<file path="config.mk">
export PLATFORM = sky130hd
export DESIGN_NAME = sktab_ctrl
export DESIGN_NICKNAME = d
export VERILOG_FILES = /design/src/rtl/core/sktab_pkg.sv /design/src/rtl/core/sktab_ctrl.sv
export SDC_FILE = /design/constraint.sdc
export NUM_CORES = 1
export LEC_CHECK = 0
export ABC_AREA = 1
export BUFFER_PORTS_ARGS = -buffer_cell sky130_fd_sc_hd__buf_2
export CORE_AREA = 10 10 47 49
export CTS_CLUSTER_DIAMETER = 80
export DETAILED_ROUTE_END_ITERATION = 6
export DIE_AREA = 0 0 57 59
export RECOVER_POWER = 100
export SLEW_MARGIN = 0
export SYNTH_ARGS = -nofsm -noshare
export SYNTH_HDL_FRONTEND = slang
export SYNTH_SLANG_ARGS = --single-unit
export TNS_END_PERCENT = 5
</file>
<file path="constraint.sdc">
create_clock -name clk -period 1.86 [get_ports clk]
set_input_delay 0.372 -clock clk [delete_from_list [all_inputs] [get_ports clk]]
set_output_delay 0.372 -clock clk [all_outputs]
set_load 0.02 [all_outputs]
</file>
<file path="src/rtl/core/sktab_pkg.sv">
// Shared types and codes for the sorted key table.
`timescale 1ns / 1ps
package sktab_pkg;
	localparam logic [1:0] CMD_LOOKUP = 2'd0;
	localparam logic [1:0] CMD_INSERT = 2'd1;
	localparam logic [1:0] CMD_DELETE = 2'd2;

	localparam logic [1:0] ST_OK        = 2'd0;
	localparam logic [1:0] ST_NOT_FOUND = 2'd1;
	localparam logic [1:0] ST_EXISTS    = 2'd2;
	localparam logic [1:0] ST_FULL      = 2'd3;

	localparam int FIELD_BITS = 7;
	localparam int KEY_PORT_BITS = 32;

	// Controller to datapath.
	typedef struct packed {
		logic capture;
		logic search;
		logic do_insert;
		logic do_delete;
	} ctrl_t;

	// Datapath to controller.
	typedef struct packed {
		logic hit;
		logic full;
		logic nonempty;
	} stat_t;
endpackage

</file>
<file path="src/rtl/core/sktab_ctrl.sv">
// Command sequencer: capture, compare, resolve and result handshake.
`timescale 1ns / 1ps
module sktab_ctrl (
	input  logic             clk,
	input  logic             arst_n,
	input  logic             in_valid,
	output logic             in_ready,
	output logic             out_valid,
	input  logic             out_ready,
	input  logic [1:0]       cmd,
	input  sktab_pkg::stat_t stat,
	output sktab_pkg::ctrl_t ctrl
);
	localparam logic [1:0] S_IDLE = 2'd0;
	localparam logic [1:0] S_CMP  = 2'd1;
	localparam logic [1:0] S_RES  = 2'd2;

	logic [1:0] state_q;
	logic [1:0] cmd_q;
	logic       ov_q;

	// A new item may enter while the previous result waits, once it is taken.
	assign in_ready = (state_q == S_IDLE) && (!ov_q || out_ready);
	assign out_valid = ov_q;

	always_comb begin
		ctrl.capture = in_valid && in_ready;
		ctrl.search = (state_q == S_CMP);
		ctrl.do_insert = (state_q == S_RES) && (cmd_q == sktab_pkg::CMD_INSERT) &&
			!stat.full && !stat.hit;
		ctrl.do_delete = (state_q == S_RES) && (cmd_q == sktab_pkg::CMD_DELETE) &&
			stat.hit && stat.nonempty;
	end

	always_ff @(posedge clk or negedge arst_n) begin
		if (!arst_n) begin
			state_q <= S_IDLE;
			cmd_q <= sktab_pkg::CMD_LOOKUP;
			ov_q <= 1'b0;
		end else begin
			if (state_q == S_RES) ov_q <= 1'b1;
			else if (out_ready)   ov_q <= 1'b0;
			unique case (state_q)
				S_IDLE: if (ctrl.capture) begin
					state_q <= S_CMP;
					cmd_q <= cmd;
				end
				S_CMP: state_q <= S_RES;
				S_RES: state_q <= S_IDLE;
				default: state_q <= S_IDLE;
			endcase
		end
	end

	assert property (@(posedge clk) disable iff (!arst_n)
		state_q == S_RES |=> out_valid) else $error("result not presented");
	assert property (@(posedge clk) disable iff (!arst_n)
		!(ctrl.do_insert && ctrl.do_delete)) else $error("insert and delete together");
	assert property (@(posedge clk) disable iff (!arst_n)
		ctrl.capture |=> state_q == S_CMP) else $error("capture lost");
endmodule

</file>
==> metrics.txt <==
status=finished, final reports clean; reg2reg start=state_q[1]$_DFFE_PN0P_; Post-CTS Hold Buffers=1; GRT Total Usage=0.0434; P_leak=0.203 nW; Syn Nets=40; Die Span Y=59 µm; clock sink count=5; largest net degree at the start of global routing=6; initial core utilization=0.172; fillers=172; max incr delay on CP=0.39 ns; fmax=610 MHz; VDD IR-drop max=0.307 mV; power after layout=0.509 mW; worst hold path class=in -> reg; Post-Synthesis Cells=31; Die Wd=57 µm; Top Ports=15; YS warnings=0; WS Path Type=reg -> out; Sum Neg Setup Slack=0 ns; critical path's slowest cell=dfrtp_1; relative slew slack=0.803; Skew-Pair Late Insertion Delay=0.23 ns; die area=3360 µm²; Setup WS pre-CTS=0.552 ns; Req. time, crit path=1.49 ns; DR WL/cell=10.1 µm; CTS buffer count=3; Pre-antenna DRT Iters=4; Reg clk slew, reported paths=0.04 ns; PwrDens=1420 nW/µm²; Hold Vio Cnt, Final=0; syn_area_per_cell=7.79 µm²; most frequent cells in the layout=8 x nand2_1, 8 x buf_2, 7 x nor2_1, 7 x clkbuf_1, 6 x inv_1; via count=242; Critical path origin=state_q[1]$_DFFE_PN0P_; n_diodes=0; Post-CTS Resized=0; Final Slew Violations=0; fraction of layout instances using a drive strength above 1=0.260; antenna violations before repair=0; RD Place Congestion=0.757; clock root buffer=clkbuf_4; fin crit share=0.881; hold path start=cmd[0]; Core Area=1400 µm²; Residual DRC=0; GR Overflow Total=0; synth-to-layout area growth=48.2%; post-route worst setup slack=0.221 ns; CP Data Arrival Time=1.27 ns; Starting DRT DRC Count=2; unrepaired setup endpoints after global routing=no; IO Port Bufs=14; critical-path cell list=nor2_1 > nand3_2 > inv_1 > buf_2; register bit total from synthesis=5; # setup viols final=0; Routed Antenna Nets=0; Seq. cell area=125 µm²; Rows=14; area of the mapped netlist=241 µm²; nets@finish=60; postcts setup bufs=0; minimum hold slack=0.404 ns; vias per cell=3.67; clock period minus worst slack=1.64 ns; vias in the first global route=249; CP Launch Type=flip-flop; register area share after synthesis=0.518; first-pass GRT wire length=1.01 mm; type of destination of the critical path=output pin; CTS tree=yes; Multi-input gate area=91.3 µm²; # H-tree levels=1; post-synthesis cell type count=8; Clock Skew=0.00134 ns; worst slew pin tran=0.295 ns; Max Buffers Root-to-Sink=2; r2r setup slk=0.82 ns; crit path max fanout=4; DRT Wirelength=664 µm; Max Cap Viol=0
## critical path: cells and delay by family (launching register included)
kind / cells / cell delay, ns
AND/OR/NAND/NOR: 2 / 0.40
flip-flops: 1 / 0.39
buffers and inverters: 2 / 0.23
## Yosys cell counts
| master | instances | area (µm²) |
|---|---|---|
| nor2_1 | 6 | 22.5 |
| nand3_2 | 1 | 10.0 |
| nand4_1 | 3 | 18.8 |
| nand2_1 | 8 | 30.0 |
| nand2_2 | 1 | 6.26 |
| inv_1 | 6 | 22.5 |
| dfrtp_1 | 5 | 125 |
| nor2_2 | 1 | 6.26 |
## sequential cells by signal (all words and copies together) (netlist names)
register   flops
out_valid      1
state_q        2
cmd_q          2
## cells by family after synthesis
group | after synthesis | share of synthesized area
AND/OR/NAND/NOR | 20 | 0.389
buffers and inverters | 6 | 0.0933
flip-flops | 5 | 0.518
## path summary, 6_finish.rpt
| kind | to | depth (start not counted) |
|---|---|---|
| max in group asynchronous | cmd_q[1]$_DFFE_PN0P_ | 2 |
| worst min-delay path | cmd_q[0]$_DFFE_PN0P_ | 3 |
| min in group asynchronous | state_q[1]$_DFFE_PN0P_ | 2 |
| worst max-delay path | ctrl[3] | 4 |
| worst min register to register | state_q[1]$_DFFE_PN0P_ | 1 |
| worst max register to register | cmd_q[1]$_DFFE_PN0P_ | 4 |
## per-stage QoR
stage          instance area, µm²  cells   util
2_1_floorplan                 241     31      -
5_1_grt                       358     66  0.255
6_report                      358     66  0.255
3_3_place_gp                  332     61  0.237
4_1_cts                       368     66  0.263
3_5_place_dp                  332     61  0.237
## report_power, final
part	switching [mW]	internal, mW
logic	0.142	0.0618
registers	0.0313	0.155
clock network	0.0381	0.0807
total	0.212	0.297
## layer usage
metal	track usage	vias up	share of wire
met3	0.0494	0	0.16
li1	-	132	-
met5	0	-	0
met2	0.0496	11	0.40
met4	0.0403	0	0
met1	0.0396	99	0.44
## final cells by class
type / instances / share of cell area
Sequential cell: 5 / 0.350
Timing Repair Buffer: 15 / 0.203
Tap cell: 16 / 0.0559
Inverter: 6 / 0.0629
Clock buffer: 4 / 0.0734
Multi-Input combinational cell: 20 / 0.255
(Power assumes the default switching activity.)
